==> src/sv/detection_box_decode_defines.svh <==
// Assertion helpers for the detection box decoder top level.
// Both macros sample on the rising edge of the clock and stay quiet while
// the active-low reset is asserted.
`ifndef DETECTION_BOX_DECODE_DEFINES_SVH
`define DETECTION_BOX_DECODE_DEFINES_SVH

// Same-cycle implication.
`define DBD_ASSERT_IMPLY(name, clk, rst_n, ante, cons) \
    name: assert property (@(posedge clk) disable iff (!rst_n) (ante) |-> (cons)) \
        else $error("detection box decode: same-cycle check failed");

// Next-cycle implication.
`define DBD_ASSERT_NEXT(name, clk, rst_n, ante, cons) \
    name: assert property (@(posedge clk) disable iff (!rst_n) (ante) |=> (cons)) \
        else $error("detection box decode: next-cycle check failed");

`endif

==> src/sv/dbd_pkg.sv <==
`default_nettype none

package dbd_pkg;

    localparam int VALUE_BITS_DEF     = 32;
    localparam int MAX_BOX_LENGTH_DEF = 256;

    localparam int FRAC_BITS       = 16;
    localparam int OBJ_BOX_LENGTH  = 85;
    localparam int COORD_COUNT     = 4;
    localparam int OBJ_CLASS_START = 5;
    localparam int MIN_BOX_LENGTH  = 5;
    localparam int CLASS_BITS      = 8;

    localparam int THR_BITS      = 17;
    localparam int LEN_BITS      = 9;
    localparam int CFG_IDX_BITS  = 1;
    localparam int CFG_DATA_BITS = 17;

    localparam logic [THR_BITS-1:0] THR_RESET = 17'd16384;
    localparam logic [LEN_BITS-1:0] LEN_RESET = 9'd84;

    typedef enum logic [CFG_IDX_BITS-1:0] {
        REG_SCORE_THRESHOLD = 1'b0,
        REG_BOX_LENGTH      = 1'b1
    } t_cfg_reg;

    // Control of one finished box record handed to the scoring stages
    typedef struct packed {
        logic valid;
        logic obj_mode;
    } t_rec_ctl;

endpackage

`default_nettype wire

==> src/sv/dbd_accum.sv <==
`default_nettype none

module dbd_accum #(
    parameter int VALUE_BITS     = dbd_pkg::VALUE_BITS_DEF,
    parameter int MAX_BOX_LENGTH = dbd_pkg::MAX_BOX_LENGTH_DEF
) (
    input  wire logic                                i_clk,
    input  wire logic                                i_rst_n,
    input  wire logic [dbd_pkg::LEN_BITS-1:0]        i_box_length,
    input  wire logic                                i_valid,
    output logic                                     o_ready,
    input  wire logic signed [VALUE_BITS-1:0]        i_value,
    input  wire logic                                i_rec_take,
    output dbd_pkg::t_rec_ctl                        o_rec_ctl,
    output logic signed [VALUE_BITS-1:0]             o_cx,
    output logic signed [VALUE_BITS-1:0]             o_cy,
    output logic signed [VALUE_BITS-1:0]             o_w,
    output logic signed [VALUE_BITS-1:0]             o_h,
    output logic signed [((VALUE_BITS > dbd_pkg::FRAC_BITS + 1) ? VALUE_BITS
                          : dbd_pkg::FRAC_BITS + 2)-1:0] o_obj,
    output logic signed [VALUE_BITS-1:0]             o_best,
    output logic [dbd_pkg::CLASS_BITS-1:0]           o_class
);

    localparam int WideW = (VALUE_BITS > dbd_pkg::FRAC_BITS + 1) ? VALUE_BITS
                           : dbd_pkg::FRAC_BITS + 2;
    localparam int PosW  = $clog2(MAX_BOX_LENGTH);
    localparam int LenNeed = $clog2(MAX_BOX_LENGTH + 1);
    localparam int LenW  = (LenNeed > dbd_pkg::LEN_BITS) ? LenNeed : dbd_pkg::LEN_BITS;
    localparam logic signed [WideW-1:0] OBJ_ONE = WideW'(1) << dbd_pkg::FRAC_BITS;

    logic [PosW-1:0]               r_pos;
    logic signed [VALUE_BITS-1:0]  r_cx, r_cy, r_w, r_h, r_best;
    logic signed [WideW-1:0]       r_obj;
    logic [dbd_pkg::CLASS_BITS-1:0] r_class;

    logic signed [VALUE_BITS-1:0]  n_cx, n_cy, n_w, n_h, n_best;
    logic signed [WideW-1:0]       n_obj;
    logic [dbd_pkg::CLASS_BITS-1:0] n_class;

    dbd_pkg::t_rec_ctl             r_rec_ctl;
    logic                          n_rec_valid;
    logic signed [VALUE_BITS-1:0]  r_rec_cx, r_rec_cy, r_rec_w, r_rec_h, r_rec_best;
    logic signed [WideW-1:0]       r_rec_obj;
    logic [dbd_pkg::CLASS_BITS-1:0] r_rec_class;

    logic [LenW-1:0] len_raw;
    logic [LenW-1:0] len_eff;
    logic            obj_mode;
    logic [PosW-1:0] first_cls_pos;
    logic [PosW-1:0] class_off;
    logic [LenW:0]   pos_inc;
    logic            box_end;
    logic            accept;

    // Clamp the box length into the supported range
    always_comb begin
        len_raw = LenW'(i_box_length);
        if (len_raw < LenW'(dbd_pkg::MIN_BOX_LENGTH)) begin
            len_eff = LenW'(dbd_pkg::MIN_BOX_LENGTH);
        end else if (len_raw > LenW'(MAX_BOX_LENGTH)) begin
            len_eff = LenW'(MAX_BOX_LENGTH);
        end else begin
            len_eff = len_raw;
        end
    end

    assign obj_mode      = (len_eff == LenW'(dbd_pkg::OBJ_BOX_LENGTH));
    assign first_cls_pos = obj_mode ? PosW'(dbd_pkg::OBJ_CLASS_START)
                                    : PosW'(dbd_pkg::COORD_COUNT);
    assign class_off     = r_pos - first_cls_pos;
    assign pos_inc       = (LenW + 1)'(r_pos) + (LenW + 1)'(1);
    assign box_end       = (pos_inc >= {1'b0, len_eff});

    assign o_ready = !r_rec_ctl.valid || i_rec_take;
    assign accept  = i_valid && o_ready;

    // Record slot: empty on take, filled when a box ends
    always_comb begin
        n_rec_valid = r_rec_ctl.valid;
        if (i_rec_take) begin
            n_rec_valid = 1'b0;
        end
        if (accept && box_end) begin
            n_rec_valid = 1'b1;
        end
    end

    always_comb begin
        n_cx    = r_cx;
        n_cy    = r_cy;
        n_w     = r_w;
        n_h     = r_h;
        n_obj   = r_obj;
        n_best  = r_best;
        n_class = r_class;
        if (r_pos == PosW'(0)) begin
            n_cx = i_value;
        end else if (r_pos == PosW'(1)) begin
            n_cy = i_value;
        end else if (r_pos == PosW'(2)) begin
            n_w = i_value;
        end else if (r_pos == PosW'(3)) begin
            n_h = i_value;
        end else if (obj_mode && r_pos == PosW'(dbd_pkg::COORD_COUNT)) begin
            n_obj = WideW'(i_value);
        end else if (r_pos == first_cls_pos) begin
            n_best  = i_value;
            n_class = '0;
        end else if (r_pos > first_cls_pos && i_value > r_best) begin
            n_best  = i_value;
            n_class = dbd_pkg::CLASS_BITS'(class_off);
        end
    end

    always_ff @(posedge i_clk) begin
        if (!i_rst_n) begin
            r_pos         <= '0;
            r_cx          <= '0;
            r_cy          <= '0;
            r_w           <= '0;
            r_h           <= '0;
            r_obj         <= OBJ_ONE;
            r_best        <= '0;
            r_class       <= '0;
            r_rec_ctl     <= '0;
        end else begin
            r_rec_ctl.valid <= n_rec_valid;
            if (accept) begin
                r_cx <= n_cx;
                r_cy <= n_cy;
                r_w  <= n_w;
                r_h  <= n_h;
                if (box_end) begin
                    // Restart the argmax for the next box
                    r_pos              <= '0;
                    r_obj              <= OBJ_ONE;
                    r_best             <= '0;
                    r_class            <= '0;
                    r_rec_ctl.obj_mode <= obj_mode;
                end else begin
                    r_pos   <= r_pos + PosW'(1);
                    r_obj   <= n_obj;
                    r_best  <= n_best;
                    r_class <= n_class;
                end
            end
        end
    end

    always_ff @(posedge i_clk) begin
        if (accept && box_end) begin
            r_rec_cx    <= n_cx;
            r_rec_cy    <= n_cy;
            r_rec_w     <= n_w;
            r_rec_h     <= n_h;
            r_rec_obj   <= n_obj;
            r_rec_best  <= n_best;
            r_rec_class <= n_class;
        end
    end

    assign o_rec_ctl = r_rec_ctl;
    assign o_cx      = r_rec_cx;
    assign o_cy      = r_rec_cy;
    assign o_w       = r_rec_w;
    assign o_h       = r_rec_h;
    assign o_obj     = r_rec_obj;
    assign o_best    = r_rec_best;
    assign o_class   = r_rec_class;

endmodule

`default_nettype wire

==> src/sv/detection_box_decode.sv <==
// Detection box decoder: streams the values of candidate boxes (cx, cy, w, h,
// optional objectness, class scores) one beat each on the s_axis channel and
// returns one beat on m_axis for each box whose score (and objectness, if
// present) meets the threshold: corner x/y, w, h, score, best class index.
// Configuration (score threshold, box length) is written on the cfg channel,
// which is always ready; write it only while no box is in flight.
// Throughput: one input beat per cycle; the box accumulator takes a new beat
// every cycle as long as its finished-box record can move on.
// The last beat of a box reaches o_m_axis_tvalid through the box record,
// which loads at the accepting edge, then the product register and the
// output register; the objectness times score multiplier has a stage of
// its own.
// Reset: synchronous, active low; clears the registers to threshold 0.25,
// box length 84, and restarts the running argmax and position.
// Stall: the output register holds its beat while i_m_axis_tready is low; the
// product stage and the box record fill behind it, and only then does
// o_s_axis_tready drop, so input beats keep flowing through a stalled output.
`default_nettype none

`include "detection_box_decode_defines.svh"

module detection_box_decode #(
    parameter int VALUE_BITS     = dbd_pkg::VALUE_BITS_DEF,
    parameter int MAX_BOX_LENGTH = dbd_pkg::MAX_BOX_LENGTH_DEF
) (
    input  wire logic                                i_clk,
    input  wire logic                                i_rst_n,
    // config write channel
    input  wire logic                                i_cfg_valid,
    output logic                                     o_cfg_ready,
    input  wire logic [dbd_pkg::CFG_IDX_BITS-1:0]    i_cfg_index,
    input  wire logic [dbd_pkg::CFG_DATA_BITS-1:0]   i_cfg_data,
    // input stream
    input  wire logic                                i_s_axis_tvalid,
    output logic                                     o_s_axis_tready,
    // tdata: element_value
    input  wire logic [((VALUE_BITS + 7) / 8) * 8-1:0] i_s_axis_tdata,
    // output stream
    output logic                                     o_m_axis_tvalid,
    input  wire logic                                i_m_axis_tready,
    // tdata: corner_x, corner_y, box_width, box_height, conf_score, class_index
    output logic [((5 * VALUE_BITS + dbd_pkg::CLASS_BITS + 7) / 8) * 8-1:0]
                                                     o_m_axis_tdata
);

    localparam int OutW  = ((5 * VALUE_BITS + dbd_pkg::CLASS_BITS + 7) / 8) * 8;
    localparam int WideW = (VALUE_BITS > dbd_pkg::FRAC_BITS + 1) ? VALUE_BITS
                           : dbd_pkg::FRAC_BITS + 2;
    localparam int ProdW = WideW + VALUE_BITS;
    localparam logic signed [VALUE_BITS-1:0] VMAX = {1'b0, {(VALUE_BITS-1){1'b1}}};
    localparam logic signed [VALUE_BITS-1:0] VMIN = {1'b1, {(VALUE_BITS-1){1'b0}}};

    // Configuration registers
    logic [dbd_pkg::THR_BITS-1:0] r_thr;
    logic [dbd_pkg::LEN_BITS-1:0] r_len;
    logic signed [WideW-1:0]      thr_wide;

    assign o_cfg_ready = 1'b1;
    assign thr_wide    = $signed(WideW'(r_thr));

    always_ff @(posedge i_clk) begin
        if (!i_rst_n) begin
            r_thr <= dbd_pkg::THR_RESET;
            r_len <= dbd_pkg::LEN_RESET;
        end else if (i_cfg_valid) begin
            case (dbd_pkg::t_cfg_reg'(i_cfg_index))
                dbd_pkg::REG_SCORE_THRESHOLD: r_thr <= i_cfg_data[dbd_pkg::THR_BITS-1:0];
                dbd_pkg::REG_BOX_LENGTH:      r_len <= i_cfg_data[dbd_pkg::LEN_BITS-1:0];
                default: ;
            endcase
        end
    end

    // Box accumulator: coordinate holds and running argmax
    dbd_pkg::t_rec_ctl             rec_ctl;
    logic signed [VALUE_BITS-1:0]  rec_cx, rec_cy, rec_w, rec_h, rec_best;
    logic signed [WideW-1:0]       rec_obj;
    logic [dbd_pkg::CLASS_BITS-1:0] rec_class;
    logic                          b_adv;
    logic                          p_adv;

    dbd_accum #(
        .VALUE_BITS     (VALUE_BITS),
        .MAX_BOX_LENGTH (MAX_BOX_LENGTH)
    ) u_accum (
        .i_clk        (i_clk),
        .i_rst_n      (i_rst_n),
        .i_box_length (r_len),
        .i_valid      (i_s_axis_tvalid),
        .o_ready      (o_s_axis_tready),
        .i_value      ($signed(i_s_axis_tdata[VALUE_BITS-1:0])),
        .i_rec_take   (b_adv),
        .o_rec_ctl    (rec_ctl),
        .o_cx         (rec_cx),
        .o_cy         (rec_cy),
        .o_w          (rec_w),
        .o_h          (rec_h),
        .o_obj        (rec_obj),
        .o_best       (rec_best),
        .o_class      (rec_class)
    );

    // Product stage: objectness times best score, corner differences
    dbd_pkg::t_rec_ctl             r_p_ctl;
    logic signed [ProdW-1:0]       r_p_prod;
    logic                          r_p_obj_ok;
    logic signed [VALUE_BITS:0]    r_p_cx_d, r_p_cy_d;
    logic signed [VALUE_BITS-1:0]  r_p_w, r_p_h, r_p_best;
    logic [dbd_pkg::CLASS_BITS-1:0] r_p_class;

    assign b_adv = !r_p_ctl.valid || p_adv;

    always_ff @(posedge i_clk) begin
        if (!i_rst_n) begin
            r_p_ctl <= '0;
        end else if (b_adv) begin
            r_p_ctl <= rec_ctl;
        end
    end

    always_ff @(posedge i_clk) begin
        if (b_adv) begin
            r_p_prod   <= ProdW'(rec_obj) * ProdW'(rec_best);
            r_p_obj_ok <= (rec_obj >= thr_wide);
            r_p_cx_d   <= (VALUE_BITS + 1)'(rec_cx) - (VALUE_BITS + 1)'(rec_w >>> 1);
            r_p_cy_d   <= (VALUE_BITS + 1)'(rec_cy) - (VALUE_BITS + 1)'(rec_h >>> 1);
            r_p_w      <= rec_w;
            r_p_h      <= rec_h;
            r_p_best   <= rec_best;
            r_p_class  <= rec_class;
        end
    end

    // Output stage: saturate, threshold, register the result beat
    logic signed [ProdW-1:0]      prod_sh;
    logic                         prod_fits;
    logic signed [VALUE_BITS-1:0] score;
    logic signed [VALUE_BITS-1:0] corner_x, corner_y;
    logic                         keep;

    assign prod_sh   = r_p_prod >>> dbd_pkg::FRAC_BITS;
    assign prod_fits = (&prod_sh[ProdW-1:VALUE_BITS-1]) || !(|prod_sh[ProdW-1:VALUE_BITS-1]);

    always_comb begin
        if (!r_p_ctl.obj_mode) begin
            score = r_p_best;
        end else if (prod_fits) begin
            score = prod_sh[VALUE_BITS-1:0];
        end else begin
            score = prod_sh[ProdW-1] ? VMIN : VMAX;
        end
        if (r_p_cx_d[VALUE_BITS] == r_p_cx_d[VALUE_BITS-1]) begin
            corner_x = r_p_cx_d[VALUE_BITS-1:0];
        end else begin
            corner_x = r_p_cx_d[VALUE_BITS] ? VMIN : VMAX;
        end
        if (r_p_cy_d[VALUE_BITS] == r_p_cy_d[VALUE_BITS-1]) begin
            corner_y = r_p_cy_d[VALUE_BITS-1:0];
        end else begin
            corner_y = r_p_cy_d[VALUE_BITS] ? VMIN : VMAX;
        end
    end

    // Drop the box on a low score, or on low objectness in objectness mode
    assign keep = r_p_ctl.valid && (WideW'(score) >= thr_wide)
                  && (!r_p_ctl.obj_mode || r_p_obj_ok);

    logic                           r_o_valid;
    logic signed [VALUE_BITS-1:0]   r_o_cx, r_o_cy, r_o_w, r_o_h, r_o_score;
    logic [dbd_pkg::CLASS_BITS-1:0] r_o_class;

    assign p_adv = !r_o_valid || i_m_axis_tready;

    always_ff @(posedge i_clk) begin
        if (!i_rst_n) begin
            r_o_valid <= 1'b0;
        end else if (p_adv) begin
            r_o_valid <= keep;
        end
    end

    always_ff @(posedge i_clk) begin
        if (p_adv) begin
            r_o_cx    <= corner_x;
            r_o_cy    <= corner_y;
            r_o_w     <= r_p_w;
            r_o_h     <= r_p_h;
            r_o_score <= score;
            r_o_class <= r_p_class;
        end
    end

    assign o_m_axis_tvalid = r_o_valid;
    assign o_m_axis_tdata  = OutW'({r_o_class, r_o_score, r_o_h, r_o_w, r_o_cy, r_o_cx});

    // Input ready only drops while a finished box record is stuck
    `DBD_ASSERT_IMPLY(a_ready_drop, i_clk, i_rst_n, !o_s_axis_tready, rec_ctl.valid && !b_adv)
    // A moving box record lands in the product stage
    `DBD_ASSERT_NEXT(a_rec_moves, i_clk, i_rst_n, rec_ctl.valid && b_adv, r_p_ctl.valid)
    // A taken result with nothing behind it leaves the output empty
    `DBD_ASSERT_NEXT(a_out_drains, i_clk, i_rst_n,
        r_o_valid && i_m_axis_tready && !r_p_ctl.valid, !o_m_axis_tvalid)
    // Low objectness never produces a result beat
    `DBD_ASSERT_NEXT(a_obj_drop, i_clk, i_rst_n,
        r_p_ctl.valid && r_p_ctl.obj_mode && !r_p_obj_ok && p_adv, !r_o_valid)

endmodule

`default_nettype wire
==> config.mk <==
export PLATFORM = sky130hd
export DESIGN_NAME = detection_box_decode
export DESIGN_NICKNAME = d
export VERILOG_FILES = /design/src/sv/dbd_pkg.sv /design/src/sv/dbd_accum.sv /design/src/sv/detection_box_decode.sv
export VERILOG_INCLUDE_DIRS = /design/src /design/src/sv
export SDC_FILE = /design/constraint.sdc
export NUM_CORES = 2
export LEC_CHECK = 0
export BUFFER_PORTS_ARGS = -buffer_cell sky130_fd_sc_hd__buf_2
export CORE_MARGIN = 4
export CORE_UTILIZATION = 40
export CTS_CLUSTER_SIZE = 14
export DETAILED_ROUTE_END_ITERATION = 6
export GPL_TIMING_DRIVEN = 0
export SLEW_MARGIN = 5
export SYNTH_ARGS = -nofsm -noshare
export SYNTH_HDL_FRONTEND = slang
export SYNTH_SLANG_ARGS = --single-unit
==> constraint.sdc <==
create_clock -name i_clk -period 17.6 [get_ports i_clk]
set_clock_uncertainty 0.05 [all_clocks]
set_input_delay 1.76 -clock i_clk [delete_from_list [all_inputs] [get_ports i_clk]]
set_output_delay 1.76 -clock i_clk [all_outputs]
set_load 0.05 [all_outputs]
==> impl_metrics.yaml <==
cts:
  post-cts-setup-buffers: 0
  cts_tree: "built"
  cts_hold_buffers: 0
  clockBufferDepth: 3
  clk_pin_slew_worst_paths_ns: 0.07
  tritoncts.num_buffers: 90
  insertion_delay_ns: 0.74
  tritoncts_num_sinks: 826
  cts.htree.levels: 3
  cts_repair_resize_count: 0
  cts.root.buffer_cell: "clkbuf_16"
route:
  route.final.wire_length_um: 238000
  vias_per_cell: 5.28
  dr_total_vias: 49100
  drt_iter0_markers: 3957
  drt-wirelength-per-cell_um: 25.6
  route.detailed.drc: 0
  final_antenna_net_count: 0
  first_pass_iters: 7
die:
  design.die.area_um2: 182000
  chip_width_um: 427
  floorplan.initialDensity_pct: 40.3
  die-height_um: 427
  floorplan.io_pins: 226
  core.rowCount: 153
  core_area_um2: 174000
logic_synthesis:
  synth.most_common_cell: "inv_1"
  post_synth_main_area_contributors: "fa_1, edfxtp_1, dfxtp_1, inv_1, ha_1"
  synth_largest_area_cell: "fa_1"
  synth.cell_area_um2: 70100
  synthesis.area_per_instance_um2: 10.7
  number_of_distinct_library_cells_after_synthesis: 71
  synth_ff_type: "edfxtp_1"
  synth_nets: 8032
  synth.top_cell.area_share_pct: 30.9
  synth.top_cells.by_count: "inv_1, fa_1, nand2_1"
  synth_enable_flop_cells: 587
  synth_warnings: 0
  synthCells: 6565
  synth-seq-cells: 826
  synth.yosys.seq_area_share_pct: 32.0
  synth-async-reset-ratio_pct: 0
placed_design:
  dpl.hpwl_um: 189000
  port_buffer_cells: 223
  gpl_congestion: 1.01
  post_place_instance_area_um2: 74300
  placedCellCount: 9118
power_and_ir_drop:
  p_leak_nw: 34.3
  netSwitchingPower_w: 0.00296
  power.density_cell_area_nw_per_um2: 99.6
  switching_share_pct: 38.5
  vdd_ir_drop_max_v: 0.000150
  power.clock.fraction_pct: 24.2
  p_seq_share_pct: 31.4
  power.internal_w: 0.00474
  power_frac_comb_pct: 44.4
grt:
  antenna_found_initial: 16
  first_global_vias: 51500
  grt.overflow.total: 0
  grt_first_pass_wirelength_um: 348000
  global_route.usage.total_pct: 26.4
  maximum_number_of_pins_on_one_net_before_global_route_repair: 110
critical_path:
  data_arrival_at_the_endpoint_of_the_critical_path_ns: 10.57
  cp_slowest_stage_delay_ns: 1.02
  worstPathMaxFanout: 10
  critical_path_rt_ns: 17.96
  worst-path-buf-inv: 6
  critPathLaunchType: "register"
  critical-path-top-cell-by-count: "fa_1"
  critical-path-slowest-cell: "fa_1"
  critical_path.top_delay_family: "adder cells"
  worstSetupPathType: "register to register"
  worstSetupEndpointType: "register"
status:
  status: "finished clean"
timing:
  finalWorstPathRequiredPeriod_ns: 10.20
  max-slew-margin-rel_pct: 10.8
  whs_ns: 0.367
  timing.fmax_mhz: 98.0
  finalSetupTns_ns: 0
  finalHoldViolCount: 0
  grt_setup_unrepaired: "no"
  final-setup-viol-count: 0
  timing.final.crit_share_pct: 58.0
  slew_worst_pin_ns: 1.34
  report.final.slew_viol_count: 0
layout:
  nFillCells: 16500
  final_layout_size_suffix_gt1_share_pct: 7.61
  biggestRegsByFlops: "r_p_prod (48), r_p_cx_d (33), r_p_cy_d (33)"
  stdcell_area_um2: 77300
  flip_flop_count_of_the_largest_register_after_layout: 48
  num-nets-final: 8352
  area_growth_syn_to_layout_pct: 10.2
  register_ranked_first_by_flip_flop_count: "r_p_prod"
  final_cell_count_no_fill: 9304
  final_core_utilization_pct: 44.4
min_path:
  holdCritPathClass: "register to register"
job:
  max_cap_violations: 0
per-layer routing:
layer  wire, µm  GRT usage (%)  vias up
met5         79              0        -
met4      15200           14.2       12
met3      19300           5.58      555
met2     109000           42.4     2062
met1      94100           33.5    25200
li1           -              -    21300
area by class of cell:
type | count | area [µm²] | area share [%]
diodes | 16 | 40.0 | 0.0518
flip-flops and latches | 826 | 22400 | 29.0
repair buffers | 228 | 1230 | 1.60
clock buffers | 126 | 2480 | 3.21
inverters | 1107 | 4180 | 5.41
well taps | 2325 | 2910 | 3.76
multi-input cells | 4304 | 42300 | 54.7
clock inverters | 44 | 462 | 0.597
plain buffers | 328 | 1300 | 1.68
power by group through the flow:
stage	Clock [W]	Sequential, W	Combinational [W]
2_1_floorplan	0	0.00244	0.00239
3_3_place_gp	0	0.00246	0.00341
3_5_place_dp	0	0.00246	0.00346
4_1_cts	0.00191	0.00242	0.00349
5_1_grt	0.00200	0.00243	0.00389
6_report	0.00186	0.00242	0.00341
metrics by stage:
| step | total power, W | setup slack [ns] |
|---|---|---|
| after floorplan | 0.00483 | 9.66 |
| after global placement | 0.00587 | 6.79 |
| after detailed placement | 0.00591 | 7.60 |
| after CTS | 0.00782 | 7.55 |
| after global routing | 0.00831 | 6.91 |
| final | 0.00770 | 7.40 |
final timing paths:
check	to	cells past startpoint	slack, ns	start
max	r_p_prod[63]	26	7.40	u_accum.o_best[2]
min reg2reg	r_o_h[25]	0	0.37	r_p_h[25]
min	r_o_h[25]	0	0.37	r_p_h[25]
max reg2reg	r_p_prod[63]	26	7.40	u_accum.o_best[2]
cells in the final DEF, fill, tap and decap left out, types with 80 or more instances in the layout:
| cell | instances |
|---|---|
| nand2_1 | 825 |
| inv_1 | 1103 |
| o21ai_0 | 113 |
| a21o_1 | 128 |
| dfxtp_1 | 239 |
| nor2_1 | 326 |
| clkbuf_1 | 327 |
| nor3b_1 | 98 |
| xnor2_1 | 80 |
| ha_1 | 329 |
| a21oi_1 | 158 |
| mux2_2 | 133 |
| and2_1 | 510 |
| buf_2 | 229 |
| edfxtp_1 | 587 |
| clkbuf_16 | 90 |
| fa_1 | 1082 |
cell families after synthesis:
| kind of cell | share of synthesized area, % |
|---|---|
| AND/OR/NAND/NOR | 13.9 |
| AO/OA/AOI/OAI | 5.94 |
| buffers and inverters | 7.78 |
| other | 0.00535 |
| flip-flops | 32.0 |
| adder cells (fa/ha/maj) | 36.8 |
| multiplexers | 2.18 |
| XOR/XNOR | 1.47 |
Power figures use the tool's default switching activity.
